File: src/hdl/stc_pkg.sv
// shared codes and keyword table for the shell token classifier
package stc_pkg;

	localparam int KwCount  = 20;
	localparam int KwMaxLen = 8;

	typedef logic [4:0] class_t;
	typedef logic [4:0] kw_idx_t;
	typedef logic [3:0] pos_t;
	typedef logic [7:0] char_t;
	typedef logic [KwCount-1:0] kw_mask_t;

	// token class codes
	localparam class_t CLS_LPAREN     = 5'd0;
	localparam class_t CLS_RPAREN     = 5'd1;
	localparam class_t CLS_PIPE       = 5'd2;
	localparam class_t CLS_LESS       = 5'd3;
	localparam class_t CLS_GREAT      = 5'd4;
	localparam class_t CLS_AND        = 5'd5;
	localparam class_t CLS_NEWLINE    = 5'd6;
	localparam class_t CLS_SEMI       = 5'd7;
	localparam class_t CLS_INTEGER    = 5'd8;
	localparam class_t CLS_WORD       = 5'd9;
	localparam class_t CLS_AND_GREAT  = 5'd10;
	localparam class_t CLS_AND_IF     = 5'd11;
	localparam class_t CLS_PIPE_AND   = 5'd12;
	localparam class_t CLS_OR_IF      = 5'd13;
	localparam class_t CLS_SEMI_AND   = 5'd14;
	localparam class_t CLS_SEMI_OR    = 5'd15;
	localparam class_t CLS_DSEMI      = 5'd16;
	localparam class_t CLS_DGREAT     = 5'd17;
	localparam class_t CLS_GREAT_AND  = 5'd18;
	localparam class_t CLS_CLOBBER    = 5'd19;
	localparam class_t CLS_DLESS      = 5'd20;
	localparam class_t CLS_LESS_AND   = 5'd21;
	localparam class_t CLS_LESS_GREAT = 5'd22;
	localparam class_t CLS_ASSIGN     = 5'd23;
	localparam class_t CLS_COMMENT    = 5'd24;
	localparam class_t CLS_TLESS      = 5'd25;
	localparam class_t CLS_DSEMI_AND  = 5'd26;
	localparam class_t CLS_AND_DGREAT = 5'd27;
	localparam class_t CLS_KEYWORD    = 5'd28;

	// single-character keyword slots
	localparam kw_idx_t KW_LBRACE = 5'd12;
	localparam kw_idx_t KW_RBRACE = 5'd13;
	localparam kw_idx_t KW_BANG   = 5'd14;

	// characters of interest
	localparam char_t CH_LPAREN  = 8'h28;
	localparam char_t CH_RPAREN  = 8'h29;
	localparam char_t CH_LBRACE  = 8'h7B;
	localparam char_t CH_RBRACE  = 8'h7D;
	localparam char_t CH_BANG    = 8'h21;
	localparam char_t CH_PIPE    = 8'h7C;
	localparam char_t CH_LESS    = 8'h3C;
	localparam char_t CH_GREAT   = 8'h3E;
	localparam char_t CH_AMP     = 8'h26;
	localparam char_t CH_NEWLINE = 8'h0A;
	localparam char_t CH_SEMI    = 8'h3B;
	localparam char_t CH_HASH    = 8'h23;
	localparam char_t CH_EQUALS  = 8'h3D;
	localparam char_t CH_UNDER   = 8'h5F;
	localparam char_t CH_PLUS    = 8'h2B;

	// keyword spellings, unused positions zero
	localparam char_t KW_TEXT [KwCount][KwMaxLen] = '{
		'{"i", "f", 8'h0, 8'h0, 8'h0, 8'h0, 8'h0, 8'h0},
		'{"t", "h", "e", "n", 8'h0, 8'h0, 8'h0, 8'h0},
		'{"e", "l", "s", "e", 8'h0, 8'h0, 8'h0, 8'h0},
		'{"e", "l", "i", "f", 8'h0, 8'h0, 8'h0, 8'h0},
		'{"f", "i", 8'h0, 8'h0, 8'h0, 8'h0, 8'h0, 8'h0},
		'{"d", "o", 8'h0, 8'h0, 8'h0, 8'h0, 8'h0, 8'h0},
		'{"d", "o", "n", "e", 8'h0, 8'h0, 8'h0, 8'h0},
		'{"c", "a", "s", "e", 8'h0, 8'h0, 8'h0, 8'h0},
		'{"e", "s", "a", "c", 8'h0, 8'h0, 8'h0, 8'h0},
		'{"w", "h", "i", "l", "e", 8'h0, 8'h0, 8'h0},
		'{"u", "n", "t", "i", "l", 8'h0, 8'h0, 8'h0},
		'{"f", "o", "r", 8'h0, 8'h0, 8'h0, 8'h0, 8'h0},
		'{"{", 8'h0, 8'h0, 8'h0, 8'h0, 8'h0, 8'h0, 8'h0},
		'{"}", 8'h0, 8'h0, 8'h0, 8'h0, 8'h0, 8'h0, 8'h0},
		'{"!", 8'h0, 8'h0, 8'h0, 8'h0, 8'h0, 8'h0, 8'h0},
		'{"i", "n", 8'h0, 8'h0, 8'h0, 8'h0, 8'h0, 8'h0},
		'{"s", "e", "l", "e", "c", "t", 8'h0, 8'h0},
		'{"f", "u", "n", "c", "t", "i", "o", "n"},
		'{"t", "i", "m", "e", 8'h0, 8'h0, 8'h0, 8'h0},
		'{"c", "o", "p", "r", "o", "c", 8'h0, 8'h0}
	};

	localparam pos_t KW_LEN [KwCount] = '{
		4'd2, 4'd4, 4'd4, 4'd4, 4'd2, 4'd2, 4'd4, 4'd4, 4'd4, 4'd5,
		4'd5, 4'd3, 4'd1, 4'd1, 4'd1, 4'd2, 4'd6, 4'd8, 4'd4, 4'd6
	};

	localparam pos_t POS_SAT = 4'd9;

endpackage

File: src/hdl/shell_token_classifier_top.sv
// shell token classifier: per-character state update and registered class result
//
// Usage
//   Input channel (in_valid / in_ready, char_code, last_char) takes one
//   character of a token per word. The word with last_char set ends the
//   token and yields one result word on the output channel (out_valid /
//   out_ready, token_class, keyword_index); other words yield nothing.
//   The result is registered and presented in the cycle after the final
//   character is taken. One character per cycle while in_ready is high;
//   the per-character work is a row of parallel compares against the
//   keyword table, one pass. While a result waits for the receiver, characters
//   that do not end a token are still taken; a final character is taken only
//   when the output register is free or is being emptied in the same cycle.
//   Reset clears the token state (position, flags, keyword mask) and
//   empties the output register; every token end does the same clearing
//   of the token state.
module shell_token_classifier_top
	import stc_pkg::*;
(
	input  logic       clk,
	input  logic       arst_n,
	input  logic       in_valid,
	output logic       in_ready,
	input  logic [7:0] char_code,
	input  logic       last_char,
	output logic       out_valid,
	input  logic       out_ready,
	output logic [4:0] token_class,
	output logic [4:0] keyword_index
);

	function automatic logic is_dig(input char_t c);
		return (c >= "0") && (c <= "9");
	endfunction

	function automatic logic is_alpha(input char_t c);
		return ((c >= "A") && (c <= "Z")) || ((c >= "a") && (c <= "z"));
	endfunction

	// token state
	pos_t     pos_q;
	char_t    first_q;
	char_t    second_q;
	kw_mask_t alive_q;
	logic     all_dig_q;
	logic     eq_seen_q;
	logic     name_bad_q;
	logic     plus_q;

	// result register
	logic     out_valid_q;
	class_t   class_q;
	kw_idx_t  kw_idx_q;

	// next token state
	pos_t     pos_n;
	char_t    first_n;
	char_t    second_n;
	kw_mask_t alive_n;
	logic     all_dig_n;
	logic     eq_seen_n;
	logic     name_bad_n;
	logic     plus_n;

	class_t   class_n;
	kw_idx_t  kw_idx_n;
	logic     kw_hit;
	kw_idx_t  kw_hit_idx;
	logic     accept;
	logic     emit;

	// handshake
	assign in_ready = !out_valid_q || out_ready || !last_char;
	assign accept   = in_valid && in_ready;
	assign emit     = accept && last_char;

	// state update for one character
	always_comb begin
		first_n    = (pos_q == 4'd0) ? char_code : first_q;
		second_n   = (pos_q == 4'd1) ? char_code : second_q;
		all_dig_n  = all_dig_q && is_dig(char_code);
		eq_seen_n  = eq_seen_q;
		name_bad_n = name_bad_q;
		plus_n     = plus_q;
		for (int k = 0; k < KwCount; k++) begin
			alive_n[k] = alive_q[k] && (pos_q < KW_LEN[k]) &&
				(KW_TEXT[k][pos_q[2:0]] == char_code);
		end
		if ((pos_q != 4'd0) && !eq_seen_q) begin
			if (char_code == CH_EQUALS) begin
				eq_seen_n = 1'b1;
				plus_n    = 1'b0;
			end else begin
				if (plus_q)
					name_bad_n = 1'b1;
				plus_n = (char_code == CH_PLUS);
				if ((char_code != CH_PLUS) && !is_alpha(char_code) &&
						!is_dig(char_code) && (char_code != CH_UNDER))
					name_bad_n = 1'b1;
			end
		end
		pos_n = (pos_q < POS_SAT) ? pos_q + 4'd1 : pos_q;
	end

	// first surviving keyword of the token's length
	always_comb begin
		kw_hit     = 1'b0;
		kw_hit_idx = '0;
		for (int k = KwCount - 1; k >= 0; k--) begin
			if (alive_n[k] && (KW_LEN[k] == pos_n)) begin
				kw_hit     = 1'b1;
				kw_hit_idx = kw_idx_t'(k);
			end
		end
	end

	// classification by token length
	always_comb begin
		class_n  = CLS_WORD;
		kw_idx_n = '0;
		if (pos_n == 4'd1) begin
			case (first_n)
				CH_LPAREN:  class_n = CLS_LPAREN;
				CH_RPAREN:  class_n = CLS_RPAREN;
				CH_LBRACE:  begin class_n = CLS_KEYWORD; kw_idx_n = KW_LBRACE; end
				CH_RBRACE:  begin class_n = CLS_KEYWORD; kw_idx_n = KW_RBRACE; end
				CH_BANG:    begin class_n = CLS_KEYWORD; kw_idx_n = KW_BANG; end
				CH_PIPE:    class_n = CLS_PIPE;
				CH_LESS:    class_n = CLS_LESS;
				CH_GREAT:   class_n = CLS_GREAT;
				CH_AMP:     class_n = CLS_AND;
				CH_NEWLINE: class_n = CLS_NEWLINE;
				CH_SEMI:    class_n = CLS_SEMI;
				default:    class_n = is_dig(first_n) ? CLS_INTEGER : CLS_WORD;
			endcase
		end else if (pos_n == 4'd2) begin
			case (first_n)
				CH_AMP:  class_n = (second_n == CH_GREAT) ? CLS_AND_GREAT : CLS_AND_IF;
				CH_PIPE: class_n = (second_n == CH_AMP) ? CLS_PIPE_AND : CLS_OR_IF;
				CH_SEMI: begin
					if (second_n == CH_AMP)
						class_n = CLS_SEMI_AND;
					else if (second_n == CH_PIPE)
						class_n = CLS_SEMI_OR;
					else
						class_n = CLS_DSEMI;
				end
				CH_GREAT: begin
					if (second_n == CH_GREAT)
						class_n = CLS_DGREAT;
					else if (second_n == CH_AMP)
						class_n = CLS_GREAT_AND;
					else
						class_n = CLS_CLOBBER;
				end
				CH_LESS: begin
					if (second_n == CH_LESS)
						class_n = CLS_DLESS;
					else if (second_n == CH_AMP)
						class_n = CLS_LESS_AND;
					else
						class_n = CLS_LESS_GREAT;
				end
				default: begin
					if (is_dig(first_n) && is_dig(second_n)) begin
						class_n = CLS_INTEGER;
					end else if (kw_hit) begin
						class_n  = CLS_KEYWORD;
						kw_idx_n = kw_hit_idx;
					end else if (is_alpha(first_n) && (second_n == CH_EQUALS)) begin
						class_n = CLS_ASSIGN;
					end else begin
						class_n = CLS_WORD;
					end
				end
			endcase
		end else begin
			if (first_n == CH_HASH) begin
				class_n = CLS_COMMENT;
			end else if (is_dig(first_n)) begin
				class_n = all_dig_n ? CLS_INTEGER : CLS_WORD;
			end else if (is_alpha(first_n)) begin
				if (kw_hit) begin
					class_n  = CLS_KEYWORD;
					kw_idx_n = kw_hit_idx;
				end else if (eq_seen_n && !name_bad_n) begin
					class_n = CLS_ASSIGN;
				end
			end else if (pos_n == 4'd3) begin
				// three-character operators
				if ((first_n == CH_LESS) && (second_n == CH_LESS) && (char_code == CH_LESS))
					class_n = CLS_TLESS;
				else if ((first_n == CH_SEMI) && (second_n == CH_SEMI) &&
						(char_code == CH_AMP))
					class_n = CLS_DSEMI_AND;
				else if ((first_n == CH_AMP) && (second_n == CH_GREAT) &&
						(char_code == CH_GREAT))
					class_n = CLS_AND_DGREAT;
			end
		end
	end

	// token state registers, cleared at each token end
	always_ff @(posedge clk or negedge arst_n) begin
		if (!arst_n) begin
			pos_q      <= '0;
			first_q    <= '0;
			second_q   <= '0;
			alive_q    <= '1;
			all_dig_q  <= 1'b1;
			eq_seen_q  <= 1'b0;
			name_bad_q <= 1'b0;
			plus_q     <= 1'b0;
		end else if (accept) begin
			if (last_char) begin
				pos_q      <= '0;
				first_q    <= '0;
				second_q   <= '0;
				alive_q    <= '1;
				all_dig_q  <= 1'b1;
				eq_seen_q  <= 1'b0;
				name_bad_q <= 1'b0;
				plus_q     <= 1'b0;
			end else begin
				pos_q      <= pos_n;
				first_q    <= first_n;
				second_q   <= second_n;
				alive_q    <= alive_n;
				all_dig_q  <= all_dig_n;
				eq_seen_q  <= eq_seen_n;
				name_bad_q <= name_bad_n;
				plus_q     <= plus_n;
			end
		end
	end

	// output valid flag
	always_ff @(posedge clk or negedge arst_n) begin
		if (!arst_n) begin
			out_valid_q <= 1'b0;
		end else if (emit) begin
			out_valid_q <= 1'b1;
		end else if (out_ready) begin
			out_valid_q <= 1'b0;
		end
	end

	// result word
	always_ff @(posedge clk) begin
		if (emit) begin
			class_q  <= class_n;
			kw_idx_q <= kw_idx_n;
		end
	end

	assign out_valid     = out_valid_q;
	assign token_class   = class_q;
	assign keyword_index = kw_idx_q;

`ifndef SYNTHESIS
	// a token end always leaves a result in the output register
	assert property (@(posedge clk) disable iff (!arst_n)
		(in_valid && in_ready && last_char) |=> out_valid)
		else $error("token end without result");

	// token state starts over after each token end
	assert property (@(posedge clk) disable iff (!arst_n)
		(in_valid && in_ready && last_char) |=> (pos_q == 4'd0 && alive_q == '1))
		else $error("token state not cleared");

	// keyword index only accompanies the keyword class
	assert property (@(posedge clk) disable iff (!arst_n)
		(out_valid && token_class != CLS_KEYWORD) |-> (keyword_index == 5'd0))
		else $error("keyword index on non-keyword class");

	// position never passes its saturation point
	assert property (@(posedge clk) disable iff (!arst_n)
		pos_q <= POS_SAT)
		else $error("position overflow");
`endif

endmodule
File: config.mk
export PLATFORM = sky130hd
export DESIGN_NAME = shell_token_classifier_top
export DESIGN_NICKNAME = d
export VERILOG_FILES = /design/src/hdl/stc_pkg.sv /design/src/hdl/shell_token_classifier_top.sv
export SDC_FILE = /design/constraint.sdc
export NUM_CORES = 1
export LEC_CHECK = 0
export BUFFER_PORTS_ARGS = -buffer_cell sky130_fd_sc_hd__buf_2
export CORE_UTILIZATION = 50
export DETAILED_ROUTE_END_ITERATION = 8
export GPL_TIMING_DRIVEN = 0
export PLACE_DENSITY_LB_ADDON = 0.25
export SYNTH_ARGS = -nofsm -noshare
export SYNTH_HDL_FRONTEND = slang
export SYNTH_SLANG_ARGS = --single-unit
File: constraint.sdc
create_clock -name clk -period 6.3 [get_ports clk]
set_input_delay 0.315 -clock clk [delete_from_list [all_inputs] [get_ports clk]]
set_output_delay 0.315 -clock clk [all_outputs]
set_load 0.05 [all_outputs]
**After elaboration in Yosys (flattened, before gate mapping)**

Memories as Yosys holds them, arrays and structs flattened.
Cells that the tools add are included.

- Register bits: 55
- Memory bits (read-only): 1280
- Input port bits: 13
- Output and inout port bits: 12
- Word-level logic and storage cells: 348
- Memories: 20

Memories:

| name | words | width | rd ports | clocked after Yosys merged registers in | write ports | line | text |
|---|---|---|---|---|---|---|---|
| (no name shown) | 8 | 8 | 1 | 0 | 0 | shell_token_classifier_top.sv:87 | `(KW_TEXT[k][pos_q[2:0]] == char_code);` |
| (no name shown) | 8 | 8 | 1 | 0 | 0 | shell_token_classifier_top.sv:87 |  |
| (no name shown) | 8 | 8 | 1 | 0 | 0 | shell_token_classifier_top.sv:87 |  |
| (no name shown) | 8 | 8 | 1 | 0 | 0 | shell_token_classifier_top.sv:87 |  |
| (no name shown) | 8 | 8 | 1 | 0 | 0 | shell_token_classifier_top.sv:87 |  |
| (no name shown) | 8 | 8 | 1 | 0 | 0 | shell_token_classifier_top.sv:87 |  |
| 14 more memories | -- | -- | -- | -- | -- | -- |  |

- Add/sub/neg operators: 1
- Magnitude comparators: 23
- Equal/unequal tests: 56
- Muxes and demuxes: 136
- Bitwise logic cells: 1
- Reduce and logical (&&, ||, !) cells: 100

Operators with widths:

| operator | number |
|---|---|
| $mux 8 | 44 |
| $mux 5 | 44 |
| $eq 8x8->1 | 20 |
| $eq 8x6->1 const B | 18 |
| $logic_and 1x1->1 | 83 |
| $pmux 5 s9 | 1 |
| $mux 1 | 39 |
| $eq 8x7->1 const B | 4 |
| $ge 8x7->1 const B | 4 |
| $le 8x7->1 const B | 4 |
| $pmux 5 s5 | 1 |
| $ge 8x6->1 const B | 3 |
| $le 8x6->1 const B | 3 |
| $mux 20 | 1 |
| $eq 3x4->1 const A | 3 |
| $lt 4x3->1 const B | 3 |
| $pmux 4 s3 | 1 |
| $eq 2x4->1 const A | 2 |
| $eq 4x1->1 const B | 2 |
| $eq 4x2->1 const B | 2 |
| $eq 8x4->1 const B | 1 |
| $lt 4x2->1 const B | 2 |
| $lt 4x4->1 const B | 2 |
| $mux 4 | 2 |
| 17 further kinds | 28 |

**Depth between registers and ports, before layout**

Gate-level depths: netlist of the first run.

- Word-level depth: 33
- Gate-level depth with buffers: 16
- Mapped depth without buffers: 12

**Least setup slack after synthesis of the first run**

OpenSTA, ideal clock, no wires.

- Path kind: reg-to-reg
- Start: register pos_q[2]
- End: register class_q[3], in the netlist token_class[3], data pin
- Library setup time: 263 ps
- Data arrival time: 3023 ps
- Data required time: 6037 ps
- Slack: 3014 ps
- Cell stages (with the launch flop): 15
- Buffers on the path: 5
- Clock period less this slack: 3286 ps
- Path through: dfrtp_1 buf_2 buf_2 buf_2 buf_2 inv_1 ha_1 nand2b_1 clkbuf_1 o32ai_1 nor3_1 nand4b_4 nor2_1 o221ai_1 a21boi_2

- Word-level cells in the longest chain between the ends: 33
- Elaborated cells on any way between the ends: 245
- Those cells by class: add/sub: 1; order compare: 16; eq/ne: 48; mux: 82; bitwise: 1; reduce/logical: 77; memory: 20

RTL lines:

| element | line | text |
|---|---|---|
| start, declared | shell_token_classifier_top.sv:41 | `pos_t pos_q;` |
| start signal, assigned | shell_token_classifier_top.sv:225 | `pos_q <= pos_n;` |
| $not 3->4 (not written as such) | shell_token_classifier_top.sv:87 |  |
| $mem_v2 8x8 | -- |  |
| $mux 8 (not written as such) (2 in a row) | shell_token_classifier_top.sv:87 |  |
| $eq 8x8->1 | shell_token_classifier_top.sv:87 |  |
| $logic_and 1x1->1 | shell_token_classifier_top.sv:86 | `alive_n[k] = alive_q[k] && (pos_q < KW_LEN[k]) &&` |
| $logic_and 1x1->1 | shell_token_classifier_top.sv:110 | `if (alive_n[k] && (KW_LEN[k] == pos_n)) begin` |
| $mux 1 (20 in a row) | shell_token_classifier_top.sv:110 |  |
| $mux 5 | shell_token_classifier_top.sv:183 | `if (kw_hit) begin` |
| $mux 5 | shell_token_classifier_top.sv:182 | `end else if (is_alpha(first_n)) begin` |
| $mux 5 | shell_token_classifier_top.sv:180 | `end else if (is_dig(first_n)) begin` |
| $mux 5 | shell_token_classifier_top.sv:178 | `if (first_n == CH_HASH) begin` |
| $mux 5 | shell_token_classifier_top.sv:136 | `end else if (pos_n == 4'd2) begin` |
| $mux 5 (*) | shell_token_classifier_top.sv:121 | `if (pos_n == 4'd1) begin` |
| net class_n[3] | shell_token_classifier_top.sv:65 | `class_t class_n;` |
| end signal, assigned | shell_token_classifier_top.sv:251 | `class_q <= class_n;` |
| end, declared | shell_token_classifier_top.sv:52 | `class_t class_q;` |

The timed path passes the listed nets; every way through them passes the cells marked *. The select of a mux whose other input is x is not followed.
A chain may end at the register's enable or synchronous reset.

**Final worst setup path of the first run**

Same ends and word-level chain as after synthesis.

==> results of run 1 <==
## state kept, by name (all words and copies together), names as in the netlist
name and flops:
pos_q 4, all_dig_q 1, alive_q 20, token_class 5
second_q 8, keyword_index 5, out_valid 1, eq_seen_q 1
first_q 8, name_bad_q 1, plus_q 1
## final cells by class
class	instances	area share [%]
inverters	17	1.06
clock inverters	3	0.771
repair buffers	22	1.88
clock buffers	5	1.15
plain buffers	66	4.77
well taps	140	2.92
flip-flops and latches	55	24.2
multi-input cells	593	63.2
## path summary, 6_finish.rpt
path / from / endpoint / slack, ns
min in group clk: out_ready / out_valid / 0.17
max: pos_q[2] / token_class[3] / 1.50
min: arst_n / first_q[5] / 0.15
max reg2reg: pos_q[2] / token_class[3] / 1.50
min reg2reg: alive_q[11] / alive_q[11] / 0.47
max in group asynchronous: arst_n / pos_q[3] / 5.47
## layer usage
metal	GRT usage (%)	vias to the layer above
li1	-	2787
met2	66.3	486
met5	0	-
met4	27.9	0
met1	54.6	3046
met3	6.96	108
## power breakdown
group	switching, mW	internal, mW
Combinational	0.571	0.281
Sequential	0.0720	0.436
Clock	0.150	0.120
Total	0.793	0.837
## critical path, delay by kind of cell, from the launching register on
family	cells	cell delay, ns
AND/OR/NAND/NOR	4	1.32
buffers and inverters	6	1.77
AO/OA/AOI/OAI	3	0.52
adder cells (fa/ha/maj)	1	0.53
flip-flops	1	0.41
## cells in the final DEF, fill, tap and decap left out, types with 8 or more instances in the layout
master	n
a21oi_1	39
a22oi_1	17
a31oi_1	9
and2_1	10
and3_1	11
buf_2	43
clkbuf_1	39
dfrtp_1	24
dfstp_2	21
edfxtp_1	10
ha_1	9
inv_1	14
nand2_1	70
nand2b_1	14
nand3_1	24
nand3b_1	8
nor2_1	54
nor2b_1	22
nor3_1	32
nor4_1	10
nor4b_1	10
o21ai_0	60
o22ai_1	8
xnor2_1	23
## synthesized netlist by cell type (all sizes together), types with 21 or more instances
| master | count | area, µm² |
|---|---|---|
| a21oi | 39 | 195 |
| buf | 27 | 140 |
| clkbuf | 39 | 146 |
| dfrtp | 24 | 601 |
| dfstp | 21 | 552 |
| nand2 | 70 | 263 |
| nand3 | 24 | 120 |
| nor2 | 54 | 203 |
| nor2b | 22 | 138 |
| nor3 | 32 | 160 |
| o21ai | 63 | 315 |
| xnor2 | 23 | 201 |
## through the flow
step / setup slack (ns) / area (µm²) / hold slack [ns]
5_1_grt: 1.20 / 6000 / 0.196
2_1_floorplan: 3.01 / 5590 / 0.0194
4_1_cts: 1.61 / 6000 / 0.180
6_report: 1.50 / 6000 / 0.154
3_5_place_dp: 1.64 / 5890 / 0.452
3_3_place_gp: 1.61 / 5870 / 0.443
## kinds of logic (layout without fill, tap and decap cells)
| group | after synthesis | in the layout | share of synthesized area [%] |
|---|---|---|---|
| adders and majority gates | 9 | 9 | 2.01 |
| AOI/OAI and AO/OA | 223 | 223 | 27.0 |
| muxes | 6 | 6 | 1.07 |
| DFF | 55 | 55 | 26.0 |
| and+or+nand+nor | 326 | 326 | 33.1 |
| buffers and inverters | 83 | 113 | 6.27 |
| xor gates and xnor gates | 29 | 29 | 4.54 |
==> flow_summary_export.csv, run 1 <==
group,metric,value,unit
global_routing,grt_pass1_vias,6181,
flow_run,maxCapViolations,0,
timing,hold_viol,0,
layout,regArea,1450,µm²
route,routed_via_density,7.13,
floorplanning,core_area,10900,µm²
floorplanning,rows,38,
route,first_pass_iters,5,
timing,fin_crit,4.80,ns
place,place.gp.congestion,1.04,
layout,multiInputGateArea,3790,µm²
cts,cts-buffers-inserted,5,
yosys,synth_area,5590,µm²
cts,tritoncts,"built",
route,drc,0,
global_routing,grt_pass1_wl,36600,µm
pwr,ir_drop,0.000174,V
timing,clock_skew,0.00706,ns
critical_path,crit_required,6.40,ns
global_routing,grt_antenna_before_repair,1,
yosys,synth-seq-cells,55,
route,top_layer_used,"met4",
place,dp_hpwl,17500,µm
timing,finalSetupViolCount,0,
layout,num_antenna_cells,0,
place,portBuffers,21,
layout,fillers,1011,
yosys,synth_ff_type,"dfrtp_1",
route,drt_iter0_drc,887,
timing,rsz0062_at_grt,"no",
place,dp_cells,893,
cts,cts_setup_buffers,0,
floorplanning,start_util,51.4,%
floorplanning,die_h,108,µm
layout,final_cells,901,
cts,clk-insertion-delay-late,0.34,ns
critical_path,critPathLaunchType,"flop",
pwr,p_leak,2.13,nW
global_routing,grt-ovfl-total,0,
route,wl_met1,9000,µm
cts,root_buffer,"clkbuf_8",
floorplanning,die-area,11600,µm²
critical_path,path_cells,"buf_2 -> buf_2 -> buf_2 -> buf_2 -> inv_1 -> ha_1 -> nand2b_1 -> clkbuf_1 -> o32ai_1 -> nor3_1 -> nand4b_4 -> nor2_1 -> o221ai_1 -> a21boi_2",
layout,drive_gt1_share,13.7,%
critical_path,crit_type,"reg -> reg",
yosys,ys_types,83,
yosys,ys_seq_area_share,26.0,%
pwr,power,1.63,mW
timing,fmax,208,MHz
yosys,synth_edf_count,10,
critical_path,worstPathArrival,4.90,ns
yosys,syn_avg_cell_area,7.65,µm²
yosys,synth_warnings,0,
critical_path,critPathMostFrequentCell,"buf_2",
yosys,syn_inst,731,
timing,slew_headroom,27.5,%
global_routing,grt_usage,42.7,%
layout,nNetsFinal,782,
cts,numClockSinks,55,
route,totalWireLength,23700,µm
timing,tightest_slew,1.09,ns
route,met2_length,10500,µm
global_routing,grt_start_max_net_pins,46,
critical_path,slowest_delay,0.66,ns
layout,area_growth,7.32,%
route,ant_nets,0,
cts,cts_resized,0,
yosys,async_flop_share,81.8,%
outcome,outcome,"completed",
critical_path,crit_path_end_kind,"flop",
critical_path,r2r_cells,14,
cts,clkTransAtPathRegs,0.12,ns
critical_path,cp_max_fo,10,
route,post_drt_wl_per_cell,26.3,µm
worst_hold_path,min_path_type,"in -> async",
timing,slew_violations,0,
yosys,synth_nets,753,
route,via_count,6427,
route,dr_wl_met3,2460,µm
critical_path,crit_path_top_delay_cell,"nor3_1",
timing,setup_tns,0,ns
floorplanning,ios,25,
cts,hold_buffers,0,
floorplanning,die_x,108,µm
pwr,power.density,272,nW/µm²
layout,final_util,55.1,%
timing,period_share,76.2,%
cts,cts_max_path_buffers,2,
cts,h-tree-depth,2,
No activity file was read; power rests on OpenSTA's default activity.
==> inputs of run 2 (changes only) <==
clock period = 4.5 ns   (was 6.3 ns; I/O delays follow)
==> flow_summary_export.csv, run 2 (synthesized netlist as in run 1, its figures left out) <==
group,metric,value,unit
outcome,outcome,"completed",
layout,area_growth,8.01,%
timing,slew_violations,0,
global_routing,grt_pass1_wl,36500,µm
route,first_pass_iters,7,
cts,root_buffer,"clkbuf_8",
place,place.gp.congestion,1.04,
cts,tritoncts,"built",
floorplanning,die_x,108,µm
layout,nNetsFinal,780,
place,dp_hpwl,17500,µm
place,dp_cells,893,
layout,drive_gt1_share,15.0,%
layout,regMostFlops,"alive_q",
pwr,p_leak,2.13,nW
critical_path,crit_path_end_kind,"flop",
timing,fin_crit,4.42,ns
critical_path,critPathMostFrequentCell,"buf_2",
floorplanning,start_util,51.4,%
floorplanning,rows,38,
critical_path,crit_path_top_delay_cell,"dfrtp_1",
route,drc,0,
global_routing,grt-ovfl-total,0,
timing,fmax,226,MHz
critical_path,cp_max_fo,12,
cts,h-tree-depth,2,
cts,clkTransAtPathRegs,0.12,ns
cts,cts_max_path_buffers,2,
pwr,power.density,378,nW/µm²
critical_path,worstPathArrival,4.61,ns
floorplanning,core_area,10900,µm²
layout,layout_commonest_cell,"nand2_1",
route,via_count,6493,
route,routed_via_density,7.21,
worst_hold_path,min_path_type,"in -> async",
place,portBuffers,21,
timing,rsz0062_at_grt,"no",
global_routing,grt_pass1_vias,6204,
timing,finalSetupViolCount,0,
timing,period_share,98.2,%
cts,cts_setup_buffers,0,
global_routing,grt_antenna_before_repair,1,
layout,regArea,1450,µm²
critical_path,path_cells,"buf_2 -> clkinvlp_4 -> ha_1 -> buf_2 -> nor3b_1 -> buf_2 -> buf_4 -> nand3_1 -> o21ai_1 -> o21ai_1 -> nand4_1 -> o21ai_0 -> and3_1 -> o21ai_0",
cts,clk-insertion-delay-late,0.34,ns
route,totalWireLength,23800,µm
critical_path,critPathLaunchType,"flop",
timing,clock_skew,0.00755,ns
route,ant_nets,0,
critical_path,slowest_delay,0.46,ns
floorplanning,die_h,108,µm
timing,hold_viol,0,
cts,cts-buffers-inserted,5,
timing,tightest_slew,1.10,ns
pwr,power,2.29,mW
layout,multiInputGateArea,3830,µm²
critical_path,crit_required,4.69,ns
route,post_drt_wl_per_cell,26.4,µm
global_routing,grt_usage,42.6,%
layout,final_cells,900,
cts,numClockSinks,55,
route,drt_iter0_drc,969,
timing,slew_headroom,26.5,%
global_routing,grt_start_max_net_pins,46,
floorplanning,ios,25,
flow_run,maxCapViolations,0,
layout,fillers,1007,
floorplanning,die-area,11600,µm²
critical_path,crit_type,"reg -> reg",
layout,final_cell_mix,"nand2_1, o21ai_0, nor2_1",
pwr,ir_drop,0.000241,V
layout,reg_top3,"alive_q (20), first_q (8), second_q (8)",
layout,largest_reg_flops,20,
==> run 2: power by group <==
group | total, mW | switching (mW) | internal [mW] | leakage [nW]
sequential | 0.710 | 0.0995 | 0.610 | 0.629
clock | 0.376 | 0.207 | 0.169 | 0.0548
combinational | 1.20 | 0.806 | 0.394 | 1.45
total | 2.29 | 1.11 | 1.17 | 2.13
==> run 2: repair_timing <==
action,CTS,global route
resized for setup,3,10
hold buffers,0,0
setup endpoints to repair,3,9
pin swaps,0,0
gates cloned,0,0
==> run 2: final timing paths <==
check,from,end,slack (ns),cells after the start
worst max-delay path,pos_q[0],token_class[2],0.08,14
max in group asynchronous,arst_n,pos_q[2],3.74,1
worst min register to register,alive_q[7],alive_q[7],0.47,2
min in group clk,out_ready,out_valid,0.08,2
worst max register to register,pos_q[0],token_class[2],0.08,14
worst min-delay path,arst_n,first_q[5],0.07,1
==> run 2: layer usage <==
layer / wire length (µm) / track usage, % / part of all wire [%]
met5: 0 / 0 / 0
met1: 9000 / 54.1 / 38
met2: 10500 / 65.9 / 44
met3: 2430 / 7.08 / 10
met4: 1840 / 29.2 / 7.7
==> run 2: cell type report <==
class,count,share of cell area [%]
multi-input cells,593,63.5
flip-flops and latches,55,24.1
plain buffers,64,4.64
well taps,140,2.90
repair buffers,22,1.86
clock buffers,5,1.14
inverters,17,1.12
clock inverters,3,0.767
diodes,1,0.0414
==> run 2: critical path: cells and delay by family, from the launching register on <==
family,cells,cell delay [ns]
DFF,1,0.46
adders and majority gates,1,0.42
and+or+nand+nor,4,0.97
AOI/OAI and AO/OA,4,1.11
buffers and inverters,5,1.28
==> run 2: through the flow <==
stage	hold WS [ns]	util (%)	setup TNS, ns	cell area [µm²]	worst slack [ns]
floorplan	-0.0706	-	0	5590	1.21
global route	0.106	55.4	0	6040	0.00572
global placement	0.424	53.9	-0.408	5870	-0.194
detailed placement	0.452	54.1	-0.257	5890	-0.160
finish	0.0749	55.5	0	6040	0.0801
CTS	0.0901	55.3	0	6020	0.0359
